$ cat src/sv/hbi_pkg.sv
// Package for the hash bucket index block: payload and command types,
// constants and the one-at-a-time mixing functions. No dependencies.
`default_nettype none
package hbi_pkg;

  localparam int HASH_W    = 32;
  localparam int IDX_W     = 16;
  localparam int CFG_W     = 17;
  localparam int DIV_STEPS = HASH_W;
  localparam int CNT_W     = $clog2(DIV_STEPS);

  localparam logic [CFG_W-1:0] BUCKETS_RESET = CFG_W'(256);
  localparam logic [CFG_W-1:0] BUCKETS_MAX   = CFG_W'(65536);

  localparam int MIX_SL  = 10;
  localparam int MIX_SR  = 6;
  localparam int FIN_SL1 = 3;
  localparam int FIN_SR  = 11;
  localparam int FIN_SL2 = 15;

  typedef struct packed {
    logic [7:0] key_byte;
    logic       last_byte;
  } in_t;

  typedef struct packed {
    logic [HASH_W-1:0] full_hash;
    logic [IDX_W-1:0]  bucket_index;
  } out_t;

  typedef struct packed {
    logic byte_take;
    logic load_fin;
    logic div_step;
    logic out_load;
  } cmd_t;

  function automatic logic [HASH_W-1:0] mix_byte(input logic [HASH_W-1:0] h,
                                                 input logic [7:0] b);
    logic [HASH_W-1:0] t;
    t = h + {{(HASH_W-8){1'b0}}, b};
    t = t + (t << MIX_SL);
    t = t ^ (t >> MIX_SR);
    return t;
  endfunction

  function automatic logic [HASH_W-1:0] finish_mix(input logic [HASH_W-1:0] h);
    logic [HASH_W-1:0] t;
    t = h + (h << FIN_SL1);
    t = t ^ (t >> FIN_SR);
    t = t + (t << FIN_SL2);
    return t;
  endfunction

endpackage
`default_nettype wire

$ cat src/sv/hbi_datapath.sv
// Datapath: running hash, finishing mix, bit-serial remainder unit,
// bucket count register and result register. Depends on hbi_pkg.
`default_nettype none
module hbi_datapath (
  input  wire logic                     clk,
  input  wire logic                     rst_n,
  input  wire hbi_pkg::in_t             in_data,
  input  wire hbi_pkg::cmd_t            cmd,
  input  wire logic                     cfg_wr_en,
  input  wire logic [hbi_pkg::CFG_W-1:0] cfg_wr_data,
  output hbi_pkg::out_t                 out_data
);
  import hbi_pkg::*;

  logic [HASH_W-1:0] run_r, run_nxt;
  logic [HASH_W-1:0] hash_r, hash_nxt;
  logic [HASH_W-1:0] dvd_r, dvd_nxt;
  logic [IDX_W-1:0]  rem_r, rem_nxt;
  logic [CFG_W-1:0]  cfg_r, cfg_nxt;
  out_t              out_r, out_nxt;
  logic [CFG_W-1:0]  divisor;
  logic [CFG_W-1:0]  rem_sh;
  logic [HASH_W-1:0] mixed;
  logic [HASH_W-1:0] fin;

  always_comb begin
    if (cfg_r == '0) begin
      divisor = CFG_W'(1);
    end else if (cfg_r > BUCKETS_MAX) begin
      divisor = BUCKETS_MAX;
    end else begin
      divisor = cfg_r;
    end
  end

  assign mixed  = mix_byte(run_r, in_data.key_byte);
  assign fin    = finish_mix(hash_r);
  assign rem_sh = {rem_r, dvd_r[HASH_W-1]};

  always_comb begin
    run_nxt  = run_r;
    hash_nxt = hash_r;
    dvd_nxt  = dvd_r;
    rem_nxt  = rem_r;
    out_nxt  = out_r;
    cfg_nxt  = cfg_wr_en ? cfg_wr_data : cfg_r;
    if (cmd.byte_take) begin
      if (in_data.last_byte) begin
        run_nxt  = '0;
        hash_nxt = mixed;
      end else begin
        run_nxt = mixed;
      end
    end
    if (cmd.load_fin) begin
      hash_nxt = fin;
      dvd_nxt  = fin;
      rem_nxt  = '0;
    end
    if (cmd.div_step) begin
      dvd_nxt = dvd_r << 1;
      if (rem_sh >= divisor) begin
        rem_nxt = IDX_W'(rem_sh - divisor);
      end else begin
        rem_nxt = rem_sh[IDX_W-1:0];
      end
    end
    if (cmd.out_load) begin
      out_nxt.full_hash    = hash_r;
      out_nxt.bucket_index = rem_r;
    end
  end

  always_ff @(posedge clk) begin
    if (!rst_n) begin
      run_r <= '0;
      cfg_r <= BUCKETS_RESET;
    end else begin
      run_r <= run_nxt;
      cfg_r <= cfg_nxt;
    end
  end

  always_ff @(posedge clk) begin
    hash_r <= hash_nxt;
    dvd_r  <= dvd_nxt;
    rem_r  <= rem_nxt;
    out_r  <= out_nxt;
  end

  assign out_data = out_r;

endmodule
`default_nettype wire

$ cat src/sv/hbi_ctrl.sv
// Controller: sequences byte transfers, finishing mix, remainder steps and
// the result register handshake. Depends on hbi_pkg.
`default_nettype none
module hbi_ctrl (
  input  wire logic          clk,
  input  wire logic          rst_n,
  input  wire logic          in_valid,
  input  wire logic          in_last,
  output logic               in_stall,
  output logic               out_valid,
  input  wire logic          out_stall,
  output hbi_pkg::cmd_t      cmd
);
  import hbi_pkg::*;

  localparam logic [1:0] S_IDLE = 2'd0;
  localparam logic [1:0] S_FIN  = 2'd1;
  localparam logic [1:0] S_DIV  = 2'd2;
  localparam logic [1:0] S_DONE = 2'd3;

  logic [1:0]       state_r, state_nxt;
  logic [CNT_W-1:0] cnt_r, cnt_nxt;
  logic             out_valid_r, out_valid_nxt;
  logic             out_free;
  logic             in_xfer;

  assign in_stall = (state_r != S_IDLE);
  assign in_xfer  = in_valid && !in_stall;
  assign out_free = !out_valid_r || !out_stall;

  always_comb begin
    state_nxt     = state_r;
    cnt_nxt       = cnt_r;
    out_valid_nxt = out_valid_r && out_stall;
    cmd           = '0;
    unique case (state_r)
      S_IDLE: begin
        if (in_xfer) begin
          cmd.byte_take = 1'b1;
          if (in_last) begin
            state_nxt = S_FIN;
          end
        end
      end
      S_FIN: begin
        cmd.load_fin = 1'b1;
        cnt_nxt      = '0;
        state_nxt    = S_DIV;
      end
      S_DIV: begin
        cmd.div_step = 1'b1;
        cnt_nxt      = cnt_r + CNT_W'(1);
        if (cnt_r == CNT_W'(DIV_STEPS - 1)) begin
          state_nxt = S_DONE;
        end
      end
      S_DONE: begin
        if (out_free) begin
          cmd.out_load  = 1'b1;
          out_valid_nxt = 1'b1;
          state_nxt     = S_IDLE;
        end
      end
      default: begin
        state_nxt = S_IDLE;
      end
    endcase
  end

  always_ff @(posedge clk) begin
    if (!rst_n) begin
      state_r     <= S_IDLE;
      cnt_r       <= '0;
      out_valid_r <= 1'b0;
    end else begin
      state_r     <= state_nxt;
      cnt_r       <= cnt_nxt;
      out_valid_r <= out_valid_nxt;
    end
  end

  assign out_valid = out_valid_r;

  a_load_free: assert property (@(posedge clk) disable iff (!rst_n)
    cmd.out_load |-> (!out_valid_r || !out_stall))
    else $error("result register loaded over a pending transfer");

  a_last_fin: assert property (@(posedge clk) disable iff (!rst_n)
    (in_xfer && in_last) |=> (state_r == S_FIN))
    else $error("final byte did not start the finishing mix");

  a_div_len: assert property (@(posedge clk) disable iff (!rst_n)
    (state_r == S_DIV && cnt_r == CNT_W'(DIV_STEPS - 1)) |=> (state_r == S_DONE))
    else $error("remainder steps did not end on time");

  a_fin_div: assert property (@(posedge clk) disable iff (!rst_n)
    (state_r == S_FIN) |=> (state_r == S_DIV && cnt_r == '0))
    else $error("remainder unit not started after finishing mix");

endmodule
`default_nettype wire

$ cat src/sv/hash_bucket_index.sv
// Top level of the hash bucket index block: joins controller and datapath.
// Depends on hbi_pkg, hbi_ctrl and hbi_datapath.
//
// Usage: key bytes arrive on the in_ channel one per transfer, with
// last_byte set on the final byte of each key. Each transfer with
// last_byte clear is taken without a stall, so a key streams at one byte per
// cycle. A final byte yields one result on the out_ channel: the finished
// one-at-a-time hash and that hash modulo the bucket count.
// From the final-byte transfer to out_valid the block runs the finishing
// mix, the bit-serial remainder unit (one quotient bit a cycle) and the
// load of the result register. During that time in_stall is high.
// The result register frees the input side: bytes of the next key are taken
// while a result waits under out_stall. A second result waits in the
// remainder unit until the register is emptied, holding in_stall high.
// cfg_wr_en/cfg_wr_data write the bucket count (0 acts as 1, above 65536
// acts as 65536); write only while the block is idle.
// Reset (rst_n low, synchronous) clears the running hash, empties the
// result register and sets the bucket count to 256.
`default_nettype none
module hash_bucket_index (
  input  wire logic                      clk,
  input  wire logic                      rst_n,
  input  wire logic                      in_valid,
  output logic                           in_stall,
  input  wire hbi_pkg::in_t              in_data,
  output logic                           out_valid,
  input  wire logic                      out_stall,
  output hbi_pkg::out_t                  out_data,
  input  wire logic                      cfg_wr_en,
  input  wire logic [hbi_pkg::CFG_W-1:0] cfg_wr_data
);
  import hbi_pkg::*;

  cmd_t cmd;

  hbi_ctrl u_ctrl (
    .clk       (clk),
    .rst_n     (rst_n),
    .in_valid  (in_valid),
    .in_last   (in_data.last_byte),
    .in_stall  (in_stall),
    .out_valid (out_valid),
    .out_stall (out_stall),
    .cmd       (cmd)
  );

  hbi_datapath u_dp (
    .clk         (clk),
    .rst_n       (rst_n),
    .in_data     (in_data),
    .cmd         (cmd),
    .cfg_wr_en   (cfg_wr_en),
    .cfg_wr_data (cfg_wr_data),
    .out_data    (out_data)
  );

endmodule
`default_nettype wire
$ cat config.mk
export PLATFORM = sky130hd
export DESIGN_NAME = hash_bucket_index
export DESIGN_NICKNAME = d
export VERILOG_FILES = /design/src/sv/hbi_pkg.sv /design/src/sv/hbi_datapath.sv /design/src/sv/hbi_ctrl.sv /design/src/sv/hash_bucket_index.sv
export SDC_FILE = /design/constraint.sdc
export NUM_CORES = 1
export LEC_CHECK = 0
export BUFFER_PORTS_ARGS = -buffer_cell sky130_fd_sc_hd__buf_2
export CORE_ASPECT_RATIO = 0.7
export CORE_MARGIN = 1.5
export CORE_UTILIZATION = 45
export DETAILED_ROUTE_END_ITERATION = 6
export SYNTH_ARGS = -nofsm -noshare
export SYNTH_HDL_FRONTEND = slang
export SYNTH_SLANG_ARGS = --single-unit
$ cat constraint.sdc
create_clock -name clk -period 5.8 [get_ports clk]
set_input_delay 0.87 -clock clk [delete_from_list [all_inputs] [get_ports clk]]
set_output_delay 0.87 -clock clk [all_outputs]
set_load 0.005 [all_outputs]
==> summary.log, run 1 <==
qor: floorplanning.die_h 141 um
qor: worst_hold_path.min-delay-path-class reg -> reg
qor: clocking.cts_tree yes
qor: cells_and_area.fill_cells 2406
qor: sta.finalSetupViolCount 0
qor: route.via_per_inst 5.55
qor: route.final_antenna_net_count 0
qor: synthesis.asyncSetResetFlopFracSynth 0%
qor: floorplanning.fp.coreArea 26700 sq um
qor: placement.place.gp.congestion 0.932
qor: clocking.htree_levels 4
qor: sta.slew-limit-headroom 23.1%
qor: global_routing.grt_max_degree 57
qor: sta.slew_violations 0
qor: placement.place_hpwl 25.5 mm
qor: critical_path.worstSetupPathType reg -> reg
qor: sta.timing.final.crit_share 96.7%
qor: cells_and_area.area_delta_synth_final 17.7%
qor: floorplanning.start_util 45.8%
qor: clocking.cts_inserted_buffers 17
qor: cells_and_area.final_layout_size_suffix_gt1_share 17.2%
qor: synthesis.synth_warnings 0
qor: global_routing.grt_use_total 24.3%
qor: synthesis.netlist.area_leader.share 31.2%
qor: global_routing.initial_antenna_violation_count 0
qor: synthesis.synth_top_cells_by_area sky130_fd_sc_hd__edfxtp_1 31%, sky130_fd_sc_hd__ha_1 9.8%, sky130_fd_sc_hd__dfxtp_1 9.5%
qor: critical_path.timing.critical_path.fanout_max 3
qor: placement.portBuffers 80
qor: cells_and_area.insertedDiodeCount 0
qor: route.dr.first_iter.drc_count 811
qor: sta.achievable-frequency 178 MHz
qor: synthesis.ys_seq_area_share 40.7%
qor: synthesis.synth.cell_area 12200 sq um
qor: floorplanning.die_area 28200 sq um
qor: floorplanning.chipWidth 200 um
qor: cells_and_area.design_area 14400 sq um
qor: outcome.run_status completed
qor: synthesis.ys_types 70
qor: floorplanning.top_level_ports 81
qor: cells_and_area.fin_cells 1791
qor: clocking.cts_root_buffer sky130_fd_sc_hd__clkbuf_16
qor: sta.finClkSkew 0.0191 ns
qor: synthesis.yosysTopAreaCell sky130_fd_sc_hd__edfxtp_1
qor: synthesis.syn-num-nets 1377
qor: sta.final_hold_viol_count 0
qor: synthesis.ys_seq_elements 185
qor: route.post-route-drc-count 0
qor: synthesis.most_used_dff_post_synth sky130_fd_sc_hd__edfxtp_1
qor: synthesis.number_of_enable_flip_flop_cells_after_synthesis 127
qor: route.route.final.wire_length 33.5 mm
qor: run.timing.max_cap.violations 0
qor: global_routing.first_global_vias 9089
qor: critical_path.regToRegSetupSlack 0.19 ns
qor: sta.rsz0062_at_grt yes
qor: placement.post_placement_cell_area 13700 sq um
qor: cells_and_area.final_cell_utilization_of_the_core 53.9%
qor: clocking.clk_transition_reported_paths 0.08 ns
qor: cells_and_area.final_net_count 1547
qor: synthesis.syn_inst 1245
qor: sta.transition_time_at_the_pin_with_the_least_slew_margin 1.15 ns
qor: route.dr_total_vias 9943
qor: clocking.clk-insertion-delay-late 0.44 ns
qor: critical_path.worst_setup_path_end_kind register
qor: clocking.hold_buffers 0
qor: global_routing.grt_first_pass_wirelength 51.9 mm
qor: critical_path.arrival 5.79 ns
qor: clocking.cts_max_path_buffers 2
qor: route.routedWlPerCell 18.7 um
qor: critical_path.critical_path_data_required_time 5.99 ns
qor: synthesis.synthesis.area_per_instance 9.82 sq um
qor: critical_path.cp-start-kind register
qor: clocking.cts.sinks 185
qor: route.drt_first_pass_iters 7
qor: placement.number_of_placed_instances_taps_included 1759
qor: sta.timing.final.crit_period 5.61 ns
qor: floorplanning.std_cell_rows 50
qor: global_routing.overflow 0
area by class of cell:
| class | count | area [sq um] | area share (%) |
|---|---|---|---|
| flip-flops and latches | 185 | 4970 | 34.6 |
| multi-input cells | 973 | 7000 | 48.6 |
| inverters | 57 | 214 | 1.49 |
| clock buffers | 18 | 439 | 3.05 |
| well taps | 364 | 455 | 3.16 |
| clock inverters | 13 | 156 | 1.09 |
| repair buffers | 181 | 1160 | 8.05 |
timing repair:
item	CTS	global route
gates resized for setup	0	16
buffers inserted	0	1
setup endpoints to repair	0	28
cell usage after synthesis, drive strengths merged, types with 7 or more instances:
cell,instances
mux2i,34
nand3,32
dfxtp,58
a21o,20
nor3,22
xor2,66
nand2b,8
a22oi,14
o21a,19
a211oi,10
o21bai,10
edfxtp,127
xnor2,68
nor4,8
clkbuf,24
a21oi,71
a22o,17
a21boi,11
inv,55
mux2,7
nand2,120
nor2b,47
and2,14
o21ai,74
ha,96
nor2,93
nand4,12
kinds of logic after synthesis:
logic type	count (synthesis)	share of synthesized area, %
XOR/XNOR	138	10.3
multiplexers	41	3.43
buffers and inverters	87	2.69
AO/OA/AOI/OAI	312	17.4
adder cells (fa/ha/maj)	101	10.6
AND/OR/NAND/NOR	381	14.8
flip-flops	185	40.7
cell usage in the layout, fill, tap and decap left out, types with 10 or more instances in the layout:
cell,n
sky130_fd_sc_hd__edfxtp_1,127
sky130_fd_sc_hd__nand2_1,120
sky130_fd_sc_hd__buf_4,101
sky130_fd_sc_hd__ha_1,94
sky130_fd_sc_hd__nor2_1,92
sky130_fd_sc_hd__buf_2,80
sky130_fd_sc_hd__a21oi_1,71
sky130_fd_sc_hd__o21ai_0,70
sky130_fd_sc_hd__xnor2_1,68
sky130_fd_sc_hd__xor2_1,64
sky130_fd_sc_hd__dfxtp_1,58
sky130_fd_sc_hd__inv_1,55
sky130_fd_sc_hd__nor2b_1,47
sky130_fd_sc_hd__mux2i_1,34
sky130_fd_sc_hd__nand3_1,32
sky130_fd_sc_hd__nor3_1,22
sky130_fd_sc_hd__a21o_1,20
sky130_fd_sc_hd__o21a_1,19
sky130_fd_sc_hd__a22o_1,17
sky130_fd_sc_hd__clkbuf_16,17
sky130_fd_sc_hd__and2_1,14
sky130_fd_sc_hd__a22oi_1,14
sky130_fd_sc_hd__nand4_1,12
sky130_fd_sc_hd__o21bai_1,10
per-layer routing:
| layer | share of wire (%) | vias to the layer above | global-route usage [%] | wire [um] |
|---|---|---|---|---|
| li1 | - | 4897 | - | - |
| met1 | 54 | 4699 | 40.6 | 18000 |
| met2 | 38 | 320 | 31.3 | 12700 |
| met3 | 7.2 | 27 | 4.52 | 2410 |
| met4 | 1.2 | 0 | 5.54 | 388 |
| met5 | 0 | - | 0 | 0 |
state kept, by name, indices dropped and copies added, names as in the netlist:
register	count
u_ctrl.state_r	2
u_ctrl.out_valid	1
u_dp.hash_r	32
u_dp.dvd_r	32
u_ctrl.cnt_r	5
u_dp.rem_r	16
u_dp.out_data	48
u_dp.cfg_r	17
u_dp.run_r	32
through the flow:
step           setup WS (ns)  TNS [ns]  hold slack (ns)
6_report               0.193         0            0.475
5_1_grt              -0.0378   -0.0383            0.485
4_1_cts              0.00866         0            0.480
3_5_place_dp          -0.284     -1.80            0.463
3_3_place_gp          -0.181    -0.641            0.460
2_1_floorplan          0.152         0            0.431
final timing paths:
kind	startpoint	endpoint	cells past startpoint
hold / removal	u_dp.rem_r[15]	u_dp.out_data[15]	0
hold reg to reg	u_dp.rem_r[15]	u_dp.out_data[15]	0
setup reg to reg	u_dp.hash_r[1]	u_dp.hash_r[25]	24
setup / recovery	u_dp.hash_r[1]	u_dp.hash_r[25]	24
worst max-delay path, stage by stage (launching register included):
cell and delay (ns):
sky130_fd_sc_hd__edfxtp_1 0.40, sky130_fd_sc_hd__ha_1 0.33, sky130_fd_sc_hd__a211o_1 0.31, sky130_fd_sc_hd__a2111oi_1 0.38
sky130_fd_sc_hd__buf_4 0.18, sky130_fd_sc_hd__nor2_1 0.05, sky130_fd_sc_hd__o21ai_0 0.22, sky130_fd_sc_hd__buf_4 0.16
sky130_fd_sc_hd__a211oi_1 0.08, sky130_fd_sc_hd__a211oi_2 0.26, sky130_fd_sc_hd__o21ai_0 0.18, sky130_fd_sc_hd__xor2_1 0.17
sky130_fd_sc_hd__buf_4 0.16, sky130_fd_sc_hd__xor2_1 0.23, sky130_fd_sc_hd__ha_1 0.29, sky130_fd_sc_hd__nor2b_1 0.13
sky130_fd_sc_hd__o21ai_0 0.22, sky130_fd_sc_hd__a21boi_1 0.13, sky130_fd_sc_hd__o211ai_1 0.27, sky130_fd_sc_hd__nand2_1 0.12
sky130_fd_sc_hd__a21o_1 0.21, sky130_fd_sc_hd__a21o_1 0.17, sky130_fd_sc_hd__a21oi_1 0.17, sky130_fd_sc_hd__xnor2_1 0.23
sky130_fd_sc_hd__mux2_2 0.33
Power of run 1 is left out: the tool's default activity adds up to more than one toggle a clock period on the data nets, which glitch-free logic cannot reach.
==> inputs of run 2 (changes only) <==
Clock period 5.8 ns to 4.9 ns, I/O delays scaled along.
==> run 2 against run 1 <==
  * The run now ends with setup timing left
  * Clock skew down 0.0033 ns
  * Clock-buffer cell count did not move
  * Sequential share of layout area is 4.7 points lower
  * Core utilization is 8.6 points higher
  * Final cell count up 11%
  * Final area up 16%
  * Register-to-register slack lost 0.44 ns
  * Worst setup slack lost 0.44 ns
  * First-iteration DRC count increased by 21%
  * Non-clock buffer count grew 201
  * Global-route usage is 1.3 points higher
==> summary.log, run 2 (same netlist as run 1, synthesis figures left out) <==
qor: route.via_per_inst 5.43
qor: worst_hold_path.whs_endpoint u_dp.out_data[45]
qor: floorplanning.die_area 28200 sq um
qor: global_routing.overflow 0
qor: clocking.cts_inserted_buffers 17
qor: critical_path.worstSetupPathType reg -> reg
qor: sta.finalSetupViolCount 24
qor: route.drt_first_pass_iters 5
qor: critical_path.arrival 5.32 ns
qor: critical_path.cp_slowest_stage_delay 0.52 ns
qor: clocking.hold_buffers 0
qor: placement.place.gp.congestion 0.922
qor: placement.post_placement_cell_area 15000 sq um
qor: outcome.failed_checks setup timing
qor: worst_hold_path.min-delay-path-class reg -> reg
qor: global_routing.grt_first_pass_wirelength 55.2 mm
qor: cells_and_area.final_layout_size_suffix_gt1_share 33.8%
qor: placement.portBuffers 80
qor: sta.final_hold_viol_count 0
qor: cells_and_area.final_common_cell sky130_fd_sc_hd__buf_4
qor: critical_path.critPathSlowestCell sky130_fd_sc_hd__or4_4
qor: floorplanning.chipWidth 200 um
qor: cells_and_area.area.sequential 4980 sq um
qor: cells_and_area.final_cell_mix 295 x sky130_fd_sc_hd__buf_4, 127 x sky130_fd_sc_hd__edfxtp_1, 116 x sky130_fd_sc_hd__nand2_1
qor: clocking.cts.sinks 185
qor: cells_and_area.area_delta_synth_final 36.5%
qor: worst_hold_path.hold_start u_dp.hash_r[29]
qor: global_routing.first_global_vias 10100
qor: floorplanning.start_util 45.8%
qor: sta.slew-limit-headroom 21.7%
qor: floorplanning.top_level_ports 81
qor: critical_path.regToRegSetupSlack -0.24 ns
qor: route.post-route-drc-count 0
qor: cells_and_area.multi_input_area 7710 sq um
qor: route.dr_total_vias 10800
qor: critical_path.cp-start-kind register
qor: sta.rsz0062_at_grt yes
qor: critical_path.timing.critical_path.fanout_max 6
qor: cells_and_area.largest_reg_flops 48
qor: route.routedWlPerCell 18.2 um
qor: global_routing.grt_max_degree 55
qor: cells_and_area.design_area 16700 sq um
qor: outcome.run_status finished with violations
qor: route.final_antenna_net_count 0
qor: global_routing.grt_use_total 25.7%
qor: global_routing.initial_antenna_violation_count 0
qor: clocking.cts_root_buffer sky130_fd_sc_hd__clkbuf_16
qor: worst_hold_path.hold_path_depth 0
qor: route.dr.first_iter.drc_count 981
qor: sta.timing.final.crit_period 5.14 ns
qor: cells_and_area.fill_cells 2263
qor: sta.finClkSkew 0.0158 ns
qor: clocking.clk_transition_reported_paths 0.07 ns
qor: clocking.clk-insertion-delay-late 0.44 ns
qor: critical_path.critical_path_data_required_time 5.08 ns
qor: critical_path.worst_setup_path_end_kind register
qor: route.route.final.wire_length 36.2 mm
qor: floorplanning.std_cell_rows 50
qor: critical_path.cells_along_the_critical_path ha_4 > inv_2 > fa_2 > nor2b_1 > o21ai_1 > a21boi_1 > o21ai_1 > a21boi_1 > o21a_1 > nor2_4 > nor2b_2 > xor2_1 > ha_1 > nor2b_4 > o31a_1 > o31a_1 > or4_4 > a311oi_4 > o211ai_1 > a2111o_1 > o311ai_4 > xnor2_1 > a21oi_1
qor: sta.timing.final.crit_share 105%
qor: critical_path.timing.reg2reg.worst_path_depth 23
qor: sta.slew_violations 0
qor: sta.transition_time_at_the_pin_with_the_least_slew_margin 1.17 ns
qor: sta.final_critical_path_setup_slack -0.245 ns
qor: placement.place_hpwl 27.2 mm
qor: floorplanning.fp.coreArea 26700 sq um
qor: cells_and_area.insertedDiodeCount 0
qor: critical_path.r2r-start u_dp.run_r[0]
qor: critical_path.r2r-end u_dp.hash_r[24]
qor: cells_and_area.final_net_count 1748
qor: sta.achievable-frequency 194 MHz
qor: clocking.cts_max_path_buffers 2
qor: run.timing.max_cap.violations 0
qor: floorplanning.die_h 141 um
qor: clocking.htree_levels 4
qor: clocking.cts_tree yes
## run 2: cell types whose count changed in the layout (fill, tap and decap cells not counted), sizes merged
cell      delta
inv          -4
clkinv       +2
buf        +201
clkinvlp     +1
bufinv       +2
## run 2: timing repair
item,4_1_cts,5_1_grt
hold endpoints to repair,0,0
gates resized for setup,63,96
setup buffers,26,28
pin swaps,42,71
setup endpoints to repair,37,46
## run 2: per-stage QoR
| step | hold slack [ns] | TNS (ns) | utilization [%] | instances | worst slack [ns] |
|---|---|---|---|---|---|
| after global routing | 0.471 | -9.09 | 62.5 | 1993 | -0.452 |
| after CTS | 0.470 | -1.77 | 60.2 | 1973 | -0.300 |
| after floorplan | 0.431 | -1.69 | - | 1245 | -0.333 |
| after detailed placement | 0.455 | -20.09 | 56.3 | 1923 | -0.735 |
| final | 0.464 | -2.20 | 62.5 | 1993 | -0.245 |
| after global placement | 0.448 | -16.37 | 56.3 | 1923 | -0.635 |
## run 2: worst max path at each step
stage                   start              end  slack, ns  cells past startpoint
2_1_floorplan      in_data[1]  u_dp.hash_r[24]      -0.33                     23
3_3_place_gp   u_dp.hash_r[1]   u_dp.dvd_r[30]      -0.63                     25
3_5_place_dp       in_data[1]  u_dp.hash_r[24]      -0.73                     26
4_1_cts        u_dp.hash_r[4]   u_dp.dvd_r[31]      -0.30                     22
5_1_grt        u_dp.hash_r[3]   u_dp.dvd_r[31]      -0.45                     25
6_report        u_dp.run_r[0]  u_dp.hash_r[24]      -0.24                     23
## run 2: layout make-up
cell class / count / area share (%)
multi-input combinational: 973 / 46.2
clock inverter: 14 / 1.17
timing repair buffer: 382 / 16.2
clock buffer: 18 / 2.57
tap: 364 / 2.73
inverter: 57 / 1.28
sequential: 185 / 29.8
## run 2: worst max-delay path: cells and delay by family, from the launching register on
kind | cells | cell delay [ns]
XOR/XNOR | 2 | 0.37
flip-flops | 1 | 0.38
buffers and inverters | 1 | 0.03
adder cells (fa/ha/maj) | 3 | 0.74
AND/OR/NAND/NOR | 5 | 0.96
AO/OA/AOI/OAI | 12 | 2.37
## run 2: layer usage
layer | vias up | wire length [um] | track usage, %
li1 | 5289 | - | -
met1 | 5163 | 18700 | 41.7
met2 | 343 | 14900 | 35.6
met3 | 28 | 2290 | 3.44
met4 | 0 | 331 | 5.18
met5 | - | 0 | 0
Power of run 2 is left out for the same reason.
==> inputs of run 3 (changes only) <==
Settings changed: CELL_PAD_IN_SITES_DETAIL_PLACEMENT set to 1, CELL_PAD_IN_SITES_GLOBAL_PLACEMENT set to 1, PLACE_DENSITY_LB_ADDON set to 0.1.
Clock period 4.9 ns to 5.4 ns, I/O delays scaled along.
==> run 3 against run 2 <==
  * Core utilization fell by 4.7 points
  * Clock skew shrank 0.0020 ns
  * Highest routed layer unchanged
  * Flip-flop and latch count unchanged
  * Register-to-register slack improved by 0.11 ns
  * Final area decreased by 7.5%
  * Wire length grew 15%
  * The flow still finishes with violations (setup timing)
  * Worst setup slack gained 0.066 ns
  * Non-clock buffer count fell by 110
==> summary.log, run 3 (same netlist as run 1, synthesis figures left out) <==
qor: outcome.failed_checks setup timing
qor: critical_path.critical_path_data_required_time 5.58 ns
qor: sta.finClkSkew 0.0138 ns
qor: global_routing.grt_use_total 29.2%
qor: run.timing.max_cap.violations 0
qor: outcome.run_status finished with violations
qor: worst_hold_path.min-delay-path-class reg -> reg
qor: placement.place.gp.congestion 0.896
qor: global_routing.initial_antenna_violation_count 0
qor: critical_path.critical_path_buf_inv_count 3
qor: cells_and_area.final_net_count 1638
qor: cells_and_area.final_cell_mix 190 x sky130_fd_sc_hd__buf_4, 127 x sky130_fd_sc_hd__edfxtp_1, 118 x sky130_fd_sc_hd__nand2_1
qor: floorplanning.chipWidth 200 um
qor: sta.rsz0062_at_grt yes
qor: route.final_antenna_net_count 0
qor: route.dr_total_vias 10800
qor: route.route.final.wire_length 41.4 mm
qor: clocking.clk_transition_reported_paths 0.08 ns
qor: placement.portBuffers 80
qor: floorplanning.top_level_ports 81
qor: route.drt_first_pass_iters 5
qor: critical_path.cp_slowest_stage_delay 0.55 ns
qor: global_routing.first_global_vias 10800
qor: global_routing.grt_first_pass_wirelength 62.0 mm
qor: cells_and_area.largest_reg_flops 48
qor: sta.hold_ws 0.493 ns
qor: sta.achievable-frequency 179 MHz
qor: cells_and_area.final_common_cell sky130_fd_sc_hd__buf_4
qor: cells_and_area.insertedDiodeCount 0
qor: clocking.cts_max_path_buffers 2
qor: sta.final_hold_viol_count 0
qor: global_routing.overflow 0
qor: sta.transition_time_at_the_pin_with_the_least_slew_margin 1.15 ns
qor: critical_path.timing.critical_path.max_delay_family compound AO/OA/AOI/OAI gates
qor: clocking.cts_tree yes
qor: route.dr.first_iter.drc_count 1001
qor: floorplanning.fp.coreArea 26700 sq um
qor: clocking.cts.sinks 185
qor: critical_path.worstSetupPathType in -> reg
qor: global_routing.grt_max_degree 57
qor: route.routedWlPerCell 22.0 um
qor: critical_path.timing.critical_path.from in_data[1]
qor: critical_path.critPathSlowestCell sky130_fd_sc_hd__or4_4
qor: sta.timing.final.crit_period 5.58 ns
qor: critical_path.timing.critical_path.fanout_max 7
qor: floorplanning.start_util 45.8%
qor: floorplanning.std_cell_rows 50
qor: floorplanning.die_area 28200 sq um
qor: sta.slew_violations 0
qor: critical_path.cp-start-kind primary input
qor: sta.timing.final.crit_share 103%
qor: cells_and_area.final_layout_size_suffix_gt1_share 25.7%
qor: cells_and_area.area_delta_synth_final 26.2%
qor: critical_path.r2r-start u_dp.run_r[0]
qor: clocking.cts_root_buffer sky130_fd_sc_hd__clkbuf_16
qor: critical_path.arrival 5.76 ns
qor: route.post-route-drc-count 0
qor: route.via_per_inst 5.72
qor: sta.final_critical_path_setup_slack -0.179 ns
qor: sta.slew-limit-headroom 22.8%
qor: clocking.clk-insertion-delay-late 0.45 ns
qor: worst_hold_path.hold_start u_dp.hash_r[29]
qor: placement.place_hpwl 30.9 mm
qor: clocking.cts_inserted_buffers 17
qor: clocking.htree_levels 4
qor: sta.finalSetupViolCount 9
qor: floorplanning.die_h 141 um
qor: critical_path.worst_setup_path_end_kind register
-- run 3: cell types whose count changed in the layout (fill, tap and decap cells not counted), sizes merged --
cell,before,now
buf,382,272
inv,59,63
clkbuf,18,17
bufinv,4,0
clkinv,7,8
-- run 3: what timing repair did --
item | 4_1_cts | 5_1_grt
hold buffers | 0 | 0
pin swaps | 8 | 64
endpoints found under the setup margin | 18 | 36
resized for setup | 16 | 75
setup buffers | 4 | 29
hold endpoints to repair | 0 | 0
-- run 3: final timing paths --
path,endpoint,slack (ns),cells past startpoint
setup / recovery,u_dp.hash_r[24],-0.18,26
hold reg to reg,u_dp.out_data[45],0.49,0
hold / removal,u_dp.out_data[45],0.49,0
setup reg to reg,u_dp.hash_r[24],-0.13,25
-- run 3: final cells by class --
type	instances	area, sq um
Clock buffer	17	425
Clock inverter	15	171
Fill cell	3033	11300
Inverter	57	214
Multi-Input combinational cell	973	7340
Sequential cell	185	4980
Tap cell	364	455
Timing Repair Buffer	272	1860
-- run 3: worst reg2reg max path, delay by kind of cell, from the launching register on --
kind	cells	cell delay, ns
adders and majority gates	4	0.98
buffers and inverters	2	0.10
xor gates and xnor gates	2	0.26
and+or+nand+nor	5	0.99
AOI/OAI and AO/OA	12	2.57
DFF	1	0.37
-- run 3: per-layer routing --
| metal | track usage, % | vias to the layer above | share of wire (%) |
|---|---|---|---|
| li1 | - | 5054 | - |
| met1 | 45.2 | 5355 | 50 |
| met2 | 41.9 | 318 | 43 |
| met3 | 4.45 | 49 | 5.8 |
| met4 | 7.32 | 0 | 1.7 |
| met5 | 0 | - | 0 |
-- run 3: through the flow --
step	TNS (ns)	instance area (sq um)	cells	setup WS, ns	util (%)
floorplan	0	12200	1245	0.00273	-
global placement	-1.77	14200	1823	-0.219	53.3
detailed placement	-6.69	14200	1823	-0.450	53.3
CTS	0	14900	1859	0.0188	55.8
global route	-4.11	15400	1883	-0.352	57.8
finish	-0.483	15400	1883	-0.179	57.8
Power of run 3 is left out for the same reason.
